File: src/rtl/chxy_pkg.sv
// ============================================================================
// chxy_pkg
// Types, constants and the arctangent table for the compass heading block.
// ============================================================================
package chxy_pkg;

  // Requested CORDIC iteration count and the size of the arctangent table
  localparam int CORDIC_STAGES = 18;
  localparam int TABLE_LEN     = 24;
  localparam int NUM_STAGES    = (CORDIC_STAGES < TABLE_LEN) ? CORDIC_STAGES : TABLE_LEN;

  // Fixed-point formats
  localparam int PRE_SHIFT   = 8;      // magnitude scaling ahead of the CORDIC
  localparam int SAMPLE_W    = 16;
  localparam int OFFSET_W    = 13;
  localparam int ADJ_W       = 18;     // offset-corrected sample, signed
  localparam int MAG_W       = 17;     // magnitude of the corrected sample
  localparam int CW          = 27;     // CORDIC x/y datapath, signed
  localparam int ZW          = 25;     // angle in degrees, 16 fraction bits
  localparam int FRAC_W      = 16;
  localparam int DEG_W       = 9;
  localparam int ASCII_W     = 6;
  localparam int ANG_ONE_DEG = 65536;

  localparam logic [ZW-1:0]      ANG_90   = ZW'(90 * ANG_ONE_DEG);
  localparam logic [ZW-1:0]      ANG_180  = ZW'(180 * ANG_ONE_DEG);
  localparam logic [ZW-1:0]      ANG_360  = ZW'(360 * ANG_ONE_DEG);
  localparam logic [DEG_W-1:0]   DEG_MAX  = DEG_W'(359);
  localparam logic [ASCII_W-1:0] ASCII_0  = ASCII_W'(8'h30);

  // Configuration register indexes
  localparam int CFG_IDX_W = 8;
  localparam logic [CFG_IDX_W-1:0] REG_X_OFFSET = CFG_IDX_W'(0);
  localparam logic [CFG_IDX_W-1:0] REG_Y_OFFSET = CFG_IDX_W'(1);

  localparam logic signed [OFFSET_W-1:0] X_OFFSET_RESET = OFFSET_W'(10);
  localparam logic signed [OFFSET_W-1:0] Y_OFFSET_RESET = OFFSET_W'(-10);

  // One input item
  typedef struct packed {
    logic signed [SAMPLE_W-1:0] x_sample;
    logic signed [SAMPLE_W-1:0] y_sample;
  } chxy_in_t;

  // One result item
  typedef struct packed {
    logic [DEG_W-1:0]   heading_deg;
    logic [ASCII_W-1:0] ascii_hundreds;
    logic [ASCII_W-1:0] ascii_tens;
    logic [ASCII_W-1:0] ascii_ones;
  } chxy_out_t;

  // Quadrant and axis flags that travel beside the CORDIC data
  typedef struct packed {
    logic n_neg;
    logic d_neg;
    logic n_zero;
    logic d_zero;
  } chxy_quad_t;

  // Arctangent of 2^-idx in degrees, 16 fraction bits, rounded to nearest
  function automatic logic [ZW-1:0] atan_q16(input int unsigned idx);
    logic [ZW-1:0] val;
    case (idx)
      0:       val = ZW'(2949120);
      1:       val = ZW'(1740967);
      2:       val = ZW'(919879);
      3:       val = ZW'(466945);
      4:       val = ZW'(234379);
      5:       val = ZW'(117304);
      6:       val = ZW'(58666);
      7:       val = ZW'(29335);
      8:       val = ZW'(14668);
      9:       val = ZW'(7334);
      10:      val = ZW'(3667);
      11:      val = ZW'(1833);
      12:      val = ZW'(917);
      13:      val = ZW'(458);
      14:      val = ZW'(229);
      15:      val = ZW'(115);
      16:      val = ZW'(57);
      17:      val = ZW'(29);
      18:      val = ZW'(14);
      19:      val = ZW'(7);
      20:      val = ZW'(4);
      21:      val = ZW'(2);
      22:      val = ZW'(1);
      default: val = '0;
    endcase
    return val;
  endfunction

endpackage

File: src/rtl/compass_heading_from_xy.sv
// ============================================================================
// compass_heading_from_xy
// Pipelined CORDIC heading of one magnetometer x/y pair, in degrees and ASCII.
// ============================================================================
// Usage:
//   Input channel: drive sample and raise start; the item is taken at any
//   rising edge with start high and busy low. busy stays low, so one item
//   may be issued in every cycle.
//   Result channel: done is high for exactly one cycle with the result on
//   heading. The receiver cannot stall; nothing is held back.
//   Configuration channel: cfg_valid with cfg_index and cfg_data writes
//   x_offset (index 0) or y_offset (index 1); cfg_ready is always high and
//   other indexes are ignored. Write only while no item is in flight.
//   Path from start to done: an input register, one register per CORDIC
//   iteration, a quadrant fix-up register, a hundreds-digit register and
//   the output register. Throughput is one item per cycle.
//   Reset (rst, synchronous): clears every pipeline valid bit, so items in
//   flight are dropped, and loads offsets 10 and -10.
// ============================================================================
module compass_heading_from_xy (
  input  logic                              clk,
  input  logic                              rst,
  input  logic                              start,
  output logic                              busy,
  input  chxy_pkg::chxy_in_t                sample,
  output logic                              done,
  output chxy_pkg::chxy_out_t               heading,
  input  logic                              cfg_valid,
  output logic                              cfg_ready,
  input  logic [chxy_pkg::CFG_IDX_W-1:0]    cfg_index,
  input  logic [chxy_pkg::OFFSET_W-1:0]     cfg_data
);
  import chxy_pkg::*;

  localparam int LATENCY = NUM_STAGES + 4;

  // Configuration registers
  logic signed [OFFSET_W-1:0] x_off;
  logic signed [OFFSET_W-1:0] y_off;

  // CORDIC pipeline, index 0 is the input register
  logic                 vld  [0:NUM_STAGES];
  logic signed [CW-1:0] cx   [0:NUM_STAGES];
  logic signed [CW-1:0] cy   [0:NUM_STAGES];
  logic signed [ZW-1:0] zs   [0:NUM_STAGES];
  chxy_quad_t           quad [0:NUM_STAGES];

  // Input stage signals
  logic signed [ADJ_W-1:0] n_adj;
  logic signed [ADJ_W-1:0] d_adj;
  logic [ADJ_W-1:0]        n_abs;
  logic [ADJ_W-1:0]        d_abs;
  logic                    accept;

  // Back-end stages
  logic                 fix_vld;
  logic [DEG_W-1:0]     fix_deg;
  logic [ZW-1:0]        ang_a;
  logic [ZW-1:0]        ang_h;
  logic [DEG_W-1:0]     deg_next;
  logic                 dig_vld;
  logic [DEG_W-1:0]     dig_deg;
  logic [1:0]           dig_hund;
  logic [6:0]           dig_rem;
  logic [1:0]           hund_next;
  logic [6:0]           rem_next;
  logic [14:0]          tens_prod;
  logic [3:0]           tens_val;
  logic [3:0]           ones_val;

  assign busy      = 1'b0;
  assign cfg_ready = 1'b1;
  assign accept    = start && !busy;

  // Write offset registers; unknown indexes are dropped
  always_ff @(posedge clk) begin
    if (rst) begin
      x_off <= X_OFFSET_RESET;
      y_off <= Y_OFFSET_RESET;
    end else if (cfg_valid && cfg_ready) begin
      if (cfg_index == REG_X_OFFSET) begin
        x_off <= $signed(cfg_data);
      end else if (cfg_index == REG_Y_OFFSET) begin
        y_off <= $signed(cfg_data);
      end
    end
  end

  // Subtract offsets and take magnitudes
  always_comb begin
    n_adj = ADJ_W'(sample.x_sample) - ADJ_W'(x_off);
    d_adj = ADJ_W'(sample.y_sample) - ADJ_W'(y_off);
    n_abs = n_adj[ADJ_W-1] ? ADJ_W'(-n_adj) : ADJ_W'(n_adj);
    d_abs = d_adj[ADJ_W-1] ? ADJ_W'(-d_adj) : ADJ_W'(d_adj);
  end

  // Load the input register with scaled magnitudes and quadrant flags
  always_ff @(posedge clk) begin
    if (rst) begin
      vld[0] <= 1'b0;
    end else begin
      vld[0] <= accept;
    end
    cx[0]          <= $signed({{(CW-MAG_W-PRE_SHIFT){1'b0}}, d_abs[MAG_W-1:0],
                               {PRE_SHIFT{1'b0}}});
    cy[0]          <= $signed({{(CW-MAG_W-PRE_SHIFT){1'b0}}, n_abs[MAG_W-1:0],
                               {PRE_SHIFT{1'b0}}});
    zs[0]          <= '0;
    quad[0].n_neg  <= n_adj[ADJ_W-1];
    quad[0].d_neg  <= d_adj[ADJ_W-1];
    quad[0].n_zero <= (n_adj == '0);
    quad[0].d_zero <= (d_adj == '0);
  end

  // One vectoring iteration per stage, rotating y toward zero
  for (genvar k = 1; k <= NUM_STAGES; k++) begin : g_cordic
    localparam int SH = k - 1;
    logic signed [CW-1:0] tx;
    logic signed [CW-1:0] ty;
    logic signed [ZW-1:0] step;

    assign tx   = cx[k-1] >>> SH;
    assign ty   = cy[k-1] >>> SH;
    assign step = $signed(atan_q16(SH));

    always_ff @(posedge clk) begin
      if (rst) begin
        vld[k] <= 1'b0;
      end else begin
        vld[k] <= vld[k-1];
      end
      if (cy[k-1] > 0) begin
        cx[k] <= cx[k-1] + ty;
        cy[k] <= cy[k-1] - tx;
        zs[k] <= zs[k-1] + step;
      end else begin
        cx[k] <= cx[k-1] - ty;
        cy[k] <= cy[k-1] + tx;
        zs[k] <= zs[k-1] - step;
      end
      quad[k] <= quad[k-1];
    end
  end

  // Clamp the first-quadrant angle, apply axis cases and the quadrant fold
  always_comb begin
    if (quad[NUM_STAGES].n_zero) begin
      ang_a = '0;
    end else if (quad[NUM_STAGES].d_zero) begin
      ang_a = ANG_90;
    end else if (zs[NUM_STAGES][ZW-1]) begin
      ang_a = '0;
    end else if (zs[NUM_STAGES] > $signed(ANG_90)) begin
      ang_a = ANG_90;
    end else begin
      ang_a = ZW'(zs[NUM_STAGES]);
    end
    case ({quad[NUM_STAGES].d_neg, quad[NUM_STAGES].n_neg})
      2'b00:   ang_h = ang_a;
      2'b10:   ang_h = ANG_180 - ang_a;
      2'b11:   ang_h = ANG_180 + ang_a;
      default: ang_h = ANG_360 - ang_a;
    endcase
    deg_next = ang_h[ZW-1 -: DEG_W];
    if (deg_next > DEG_MAX) begin
      deg_next = DEG_MAX;
    end
  end

  always_ff @(posedge clk) begin
    if (rst) begin
      fix_vld <= 1'b0;
    end else begin
      fix_vld <= vld[NUM_STAGES];
    end
    fix_deg <= deg_next;
  end

  // Split off the hundreds digit
  always_comb begin
    if (fix_deg >= DEG_W'(300)) begin
      hund_next = 2'd3;
      rem_next  = 7'(fix_deg - DEG_W'(300));
    end else if (fix_deg >= DEG_W'(200)) begin
      hund_next = 2'd2;
      rem_next  = 7'(fix_deg - DEG_W'(200));
    end else if (fix_deg >= DEG_W'(100)) begin
      hund_next = 2'd1;
      rem_next  = 7'(fix_deg - DEG_W'(100));
    end else begin
      hund_next = 2'd0;
      rem_next  = 7'(fix_deg);
    end
  end

  always_ff @(posedge clk) begin
    if (rst) begin
      dig_vld <= 1'b0;
    end else begin
      dig_vld <= fix_vld;
    end
    dig_deg  <= fix_deg;
    dig_hund <= hund_next;
    dig_rem  <= rem_next;
  end

  // Tens by reciprocal multiply (exact below 100), ones by remainder
  always_comb begin
    tens_prod = 15'(dig_rem) * 15'd205;
    tens_val  = tens_prod[14:11];
    ones_val  = 4'(dig_rem - 7'(tens_val * 4'd10));
  end

  // Drive the output register
  always_ff @(posedge clk) begin
    if (rst) begin
      done <= 1'b0;
    end else begin
      done <= dig_vld;
    end
    heading.heading_deg    <= dig_deg;
    heading.ascii_hundreds <= ASCII_0 + ASCII_W'(dig_hund);
    heading.ascii_tens     <= ASCII_0 + ASCII_W'(tens_val);
    heading.ascii_ones     <= ASCII_0 + ASCII_W'(ones_val);
  end

  // Every accepted item yields a result after the fixed latency
  a_latency: assert property (@(posedge clk) disable iff (rst)
    accept |-> ##LATENCY done)
    else $error("accepted item did not produce a result on time");

  // No result without an item accepted the fixed latency earlier
  a_no_phantom: assert property (@(posedge clk) disable iff (rst)
    done |-> $past(accept, LATENCY))
    else $error("result strobe without a matching item");

  // Heading stays folded below a full turn
  a_range: assert property (@(posedge clk) disable iff (rst)
    done |-> (heading.heading_deg <= DEG_MAX))
    else $error("heading out of range");

  // ASCII digits agree with the binary heading
  a_digits: assert property (@(posedge clk) disable iff (rst)
    done |-> (heading.heading_deg ==
              DEG_W'(heading.ascii_hundreds - ASCII_0) * DEG_W'(100) +
              DEG_W'(heading.ascii_tens - ASCII_0) * DEG_W'(10) +
              DEG_W'(heading.ascii_ones - ASCII_0)))
    else $error("ASCII digits disagree with heading");

endmodule
File: config.mk
export PLATFORM = sky130hd
export DESIGN_NAME = compass_heading_from_xy
export DESIGN_NICKNAME = d
export VERILOG_FILES = /design/src/rtl/chxy_pkg.sv /design/src/rtl/compass_heading_from_xy.sv
export SDC_FILE = /design/constraint.sdc
export NUM_CORES = 2
export LEC_CHECK = 0
export ABC_AREA = 1
export BUFFER_PORTS_ARGS = -buffer_cell sky130_fd_sc_hd__buf_2
export CAP_MARGIN = 20
export CORE_MARGIN = 3
export CORE_UTILIZATION = 42
export CTS_BUF_LIST = sky130_fd_sc_hd__clkbuf_16
export DETAILED_ROUTE_END_ITERATION = 16
export MAX_ROUTING_LAYER = met4
export PLACE_DENSITY_LB_ADDON = 0.1
export REMOVE_ABC_BUFFERS = 1
export SYNTH_ARGS = -nofsm -noshare
export SYNTH_HDL_FRONTEND = slang
export SYNTH_SLANG_ARGS = --single-unit
File: constraint.sdc
create_clock -name clk -period 6 [get_ports clk]
set_clock_uncertainty 0.2 [all_clocks]
set_input_delay 0.6 -clock clk [delete_from_list [all_inputs] [get_ports clk]]
set_output_delay 0.6 -clock clk [all_outputs]
set_load 0.005 [all_outputs]
; ---- Word-level counts from Yosys, hierarchy flattened
; Memory sizes are Yosys's and may differ from the RTL's. A register that Yosys moved wholly into a read port is not among the register bits.
; Cells that the tools add are included.
[totals]
register_bits = 82
ram_bits = 1596
in_bits = 57
wordCells = 390
memories = 5
[memory_table]
columns = memory, depth, word_bits, read_ports, rd_ports_with_merged_regs, wr, line
row1 = cx, 19, 27, 18, 0, 19, compass_heading_from_xy.sv:43  ; logic signed [CW-1:0] cx [0:NUM_STAGES];
row2 = cy, 19, 27, 18, 0, 19, compass_heading_from_xy.sv:44  ; logic signed [CW-1:0] cy [0:NUM_STAGES];
row3 = zs, 19, 25, 19, 0, 19, compass_heading_from_xy.sv:45  ; logic signed [ZW-1:0] zs [0:NUM_STAGES];
row4 = quad, 19, 4, 19, 0, 19, compass_heading_from_xy.sv:46  ; chxy_quad_t quad [0:NUM_STAGES];
row5 = vld, 19, 1, 19, 1, 19, compass_heading_from_xy.sv:42  ; logic vld [0:NUM_STAGES];
[classes]
addsub = 121
n_mul = 2
magnitude_cmp = 23
n_eq_ne = 3
muxes = 142
bitwise = 74
n_reduce_logical = 7
[op_table]
columns = operator, n
row1 = 27-bit 2-to-1 mux, 36
row2 = "27-bit by 1-bit greater-than comparator with 1-bit output, second input constant", 18
row3 = 25-bit 2-to-1 mux, 18
row4 = 24-bit 2-to-1 mux, 4
row5 = 1-bit 2-to-1 mux, 78
row6 = 25-bit case mux with 3 select lines, 1
row7 = 1-bit OR, 73
row8 = 27-bit by 10-bit adder with 27-bit output, 2
row9 = 27-bit by 11-bit adder with 27-bit output, 2
row10 = 27-bit by 12-bit adder with 27-bit output, 2
row11 = 27-bit by 13-bit adder with 27-bit output, 2
row12 = 27-bit by 14-bit adder with 27-bit output, 2
row13 = 27-bit by 15-bit adder with 27-bit output, 2
row14 = 27-bit by 16-bit adder with 27-bit output, 2
row15 = 27-bit by 17-bit adder with 27-bit output, 2
row16 = 27-bit by 18-bit adder with 27-bit output, 2
row17 = 27-bit by 19-bit adder with 27-bit output, 2
row18 = 27-bit by 20-bit adder with 27-bit output, 2
row19 = 27-bit by 21-bit adder with 27-bit output, 2
row20 = 27-bit by 22-bit adder with 27-bit output, 2
row21 = 27-bit by 23-bit adder with 27-bit output, 2
row22 = 27-bit by 24-bit adder with 27-bit output, 2
row23 = 27-bit by 25-bit adder with 27-bit output, 2
row24 = 27-bit by 26-bit adder with 27-bit output, 2
row25 = other kinds (83), 110

; ---- Logic depth before layout (Yosys ltp)
; An unclocked memory read counts as a cell.
[logic_depth]
depth_word = 9
mapped_depth = 28
ltp_nobuf = 28

; ---- Worst setup path after synthesis
; Ideal clock, no wire load.
[synth_timing]
kind = register to register
from = memory cy[12][8]
to = memory cx[13][24]
arrival_ps = 3958
t_required_ps = 5673
slack_ps = 1715
stages_incl_launch_ff = 17
path_cell_list = dfxtp_1 -> or2_2 -> nor4_2 -> nand4_4 -> nand2_4 -> buf_1 -> o21ai_0 -> fa_1 -> nand3_1 -> nand2_1 -> a31oi_1 -> o21ai_1 -> a21oi_1 -> o21ai_0 -> a21oi_1 -> o21ai_0 -> xor2_1
[synth_rtl]
columns = item, line
row1 = "start, declared", compass_heading_from_xy.sv:44
row2 = "end, declared", compass_heading_from_xy.sv:43

==> results.toml <==
[layout]
n_fill_cell = 24000
mostFrequentLayoutCell = "nand2_1"
drive_gt1_share_pct = 4.02
area_growth_pct = 9.74
fin_nets = 15000
fin_area_um2 = 111000
final_cell_mix = "nand2_1, inv_1, a21oi_1"

[floorplanning]
rows = 179
die_w_um = 498
pin_count = 87
core_area_um2 = 239000
initial_core_util_pct = 42.5
die_h_um = 498
dieArea_um2 = 248000

[logic_synthesis]
synth_adder_area_share_pct = 17.0
synth_cell_types = 78
ys_top_cells_by_area = "dfxtp_1, ha_1, xor2_1"
synth_seq_area_share_pct = 28.1
yosysWarnings = 0
synth_cells = 13400
synth_mux_area_share_pct = 0.00985
yosys.area.top_type = "dfxtp_1"
avgSynthCellArea_um2 = 7.58
synth_compound_area_share_pct = 16.2
synth_seq_cells = 1424
synth_area_um2 = 102000
synth_top_family_by_area = "simple AND/OR/NAND/NOR gates"
async_reset_ff_share_pct = 0
synthSimpleGateAreaFrac_pct = 18.4
synth_top_area_share_pct = 28.1
synth_xor_area_share_pct = 13.8
synth_edf_count = 0
ys.flop_type = "dfxtp_1"

[worst_setup_path]
critPathBufInv = 4
slowest_delay_ns = 0.54
critPathArrivalTime_ns = 5.76
cp-start-kind = "register"
critPathCaptureType = "register"
crit_family = "simple AND/OR/NAND/NOR gates"
crit_type = "reg -> reg"
worstPathMaxFanout = 16
path_common_cell = "nand2_1"
cp_slowest_cell = "a21boi_0"
worstPathRequired_ns = 6.48
path_cells = "inv_1 > ha_1 > nand3_1 > nor3_1 > nand4_1 > nand2_1 > inv_2 > nand2_1 > xor2_1 > inv_1 > ha_1 > a21o_1 > a21oi_1 > o21ai_0 > a21boi_0 > buf_4 > o21ai_0 > nand3_1 > nand2_1 > nand2_1 > nand3_1 > xor2_1"

[status]
status = "finished clean"

[global_routing]
antenna_found_initial = 11
grt_max_degree = 45
overflow = 0
track_usage_pct = 25.1
grt_pass1_vias = 87300
grt_pass1_wl_mm = 488

[placement]
gp_congestion = 0.944
port_buffers = 76
dpl.hpwl_mm = 262
post_dp_cell_area_um2 = 106000

[route]
wirelength_mm = 312
wire_per_inst_um = 18.5
final_antenna_net_count = 0
dr.pass1.iters = 6
vias = 89700
drc = 0
drt_iter0_drc = 5913
vias_per_cell = 5.30

[sta]
fin_crit_sh_pct = 88.0
holdWs_ns = 0.0602
finalHoldViolCount = 0
period_minus_slack_ns = 5.28
tightest_slew_ns = 1.06
setup-tns-final_ns = 0
max_freq_mhz = 189
slew_headroom_pct = 27.7
report.final.slew_viol_count = 0
rsz0062_at_grt = "no"
setup_viol = 0

[clocking]
ctsResizeCount = 0
cts_made_buffers = 169
cts.sinks = 1424
clockBufferDepth = 3
worstSkewPairLatency_ns = 0.82
cts_tree = "yes"
cts_root_buf = "clkbuf_16"
cts_htree_levels = 4
path_clk_slew_ns = 0.06

[job]
maxCapViolCount = 0

[worst_hold_path]
hp-class = "in -> reg"
cells in the mapped netlist, drive strengths merged (3+ instances only):
library cell     n
nand2         2199
inv           1633
a21oi         1439
dfxtp         1424
ha            1294
xor2          1091
nor2          1076
o21ai          804
xnor2          511
nand3          475
nor3           257
nand4          161
nor4           132
a31oi          107
o21a            86
o31ai           75
a21o            70
o221ai          67
o211ai          61
o21bai          58
clkbuf          57
fa              53
buf             51
a21boi          49
or2             28
a211oi          23
o221a           21
nand3b          15
nor3b           11
o2111ai         11
a221oi          10
a31o             8
o41ai            7
and2             5
o22ai            4
or4              4
o311ai           3
cells by family (layout without fill, tap and decap cells):
group,after synthesis,count (layout)
AO/OA/AOI/OAI,2913,2913
XOR/XNOR,1603,1603
adder cells (fa/ha/maj),1347,1347
buffers and inverters,1743,2078
flip-flops,1424,1424
multiplexers,1,1
other,2,15
AND/OR/NAND/NOR,4366,4366
repair_timing:
action,in CTS,in global routing
hold buffers,16,0
hold endpoints to repair,28,0
buffers inserted,0,0
layout make-up:
| type | count | area (µm²) | share of cell area, % |
|---|---|---|---|
| Timing Repair Buffer | 132 | 853 | 0.765 |
| Inverter | 1635 | 6140 | 5.51 |
| Tap cell | 3167 | 3960 | 3.55 |
| Antenna cell | 4 | 10.0 | 0.00898 |
| Sequential cell | 1424 | 28500 | 25.6 |
| Multi-Input combinational cell | 10200 | 66500 | 59.6 |
| Clock buffer | 172 | 4300 | 3.86 |
| Clock inverter | 139 | 1250 | 1.12 |
through the flow:
stage | instances | util (%) | worst slack (ns)
6_report | 16900 | 46.6 | 0.721
3_5_place_dp | 16600 | 44.2 | 0.846
5_1_grt | 16900 | 46.6 | 0.352
4_1_cts | 16900 | 46.6 | 0.834
3_3_place_gp | 16600 | 44.2 | 0.845
2_1_floorplan | 13300 | - | 0.639
flip-flops by register name, summed over array words and instances, names as in the netlist, 2 cells and up:
register  count
dig_hund      2
dig_deg       7
x_off        13
fix_deg       9
y_off        13
cx          410
cy          451
zs          396
quad         76
vld          19
heading      18
dig_rem       7
layer usage:
layer  up-vias  wire [µm]  GRT usage (%)
met3       379      13100           2.66
met1     41800     152000           34.2
li1      45500          -              -
met4         0       7820           6.24
met5         -          0              -
met2      1925     139000           39.9
final timing paths:
path | start | endpoint | slack (ns) | cells after the start
worst max-delay path | cy[4][4]$_DFF_P_ | cy[5][25]$_DFF_P_ | 0.72 | 22
worst min-delay path | rst | vld[1]$_SDFF_PP0_ | 0.06 | 2
worst max register to register | cy[4][4]$_DFF_P_ | cy[5][25]$_DFF_P_ | 0.72 | 22
worst min register to register | quad[14][3]$_DFF_P_ | quad[15][3]$_DFF_P_ | 0.12 | 0
Power is left out: the tool's default activity adds up to more than one toggle a clock period on the data nets, which glitch-free logic cannot reach.
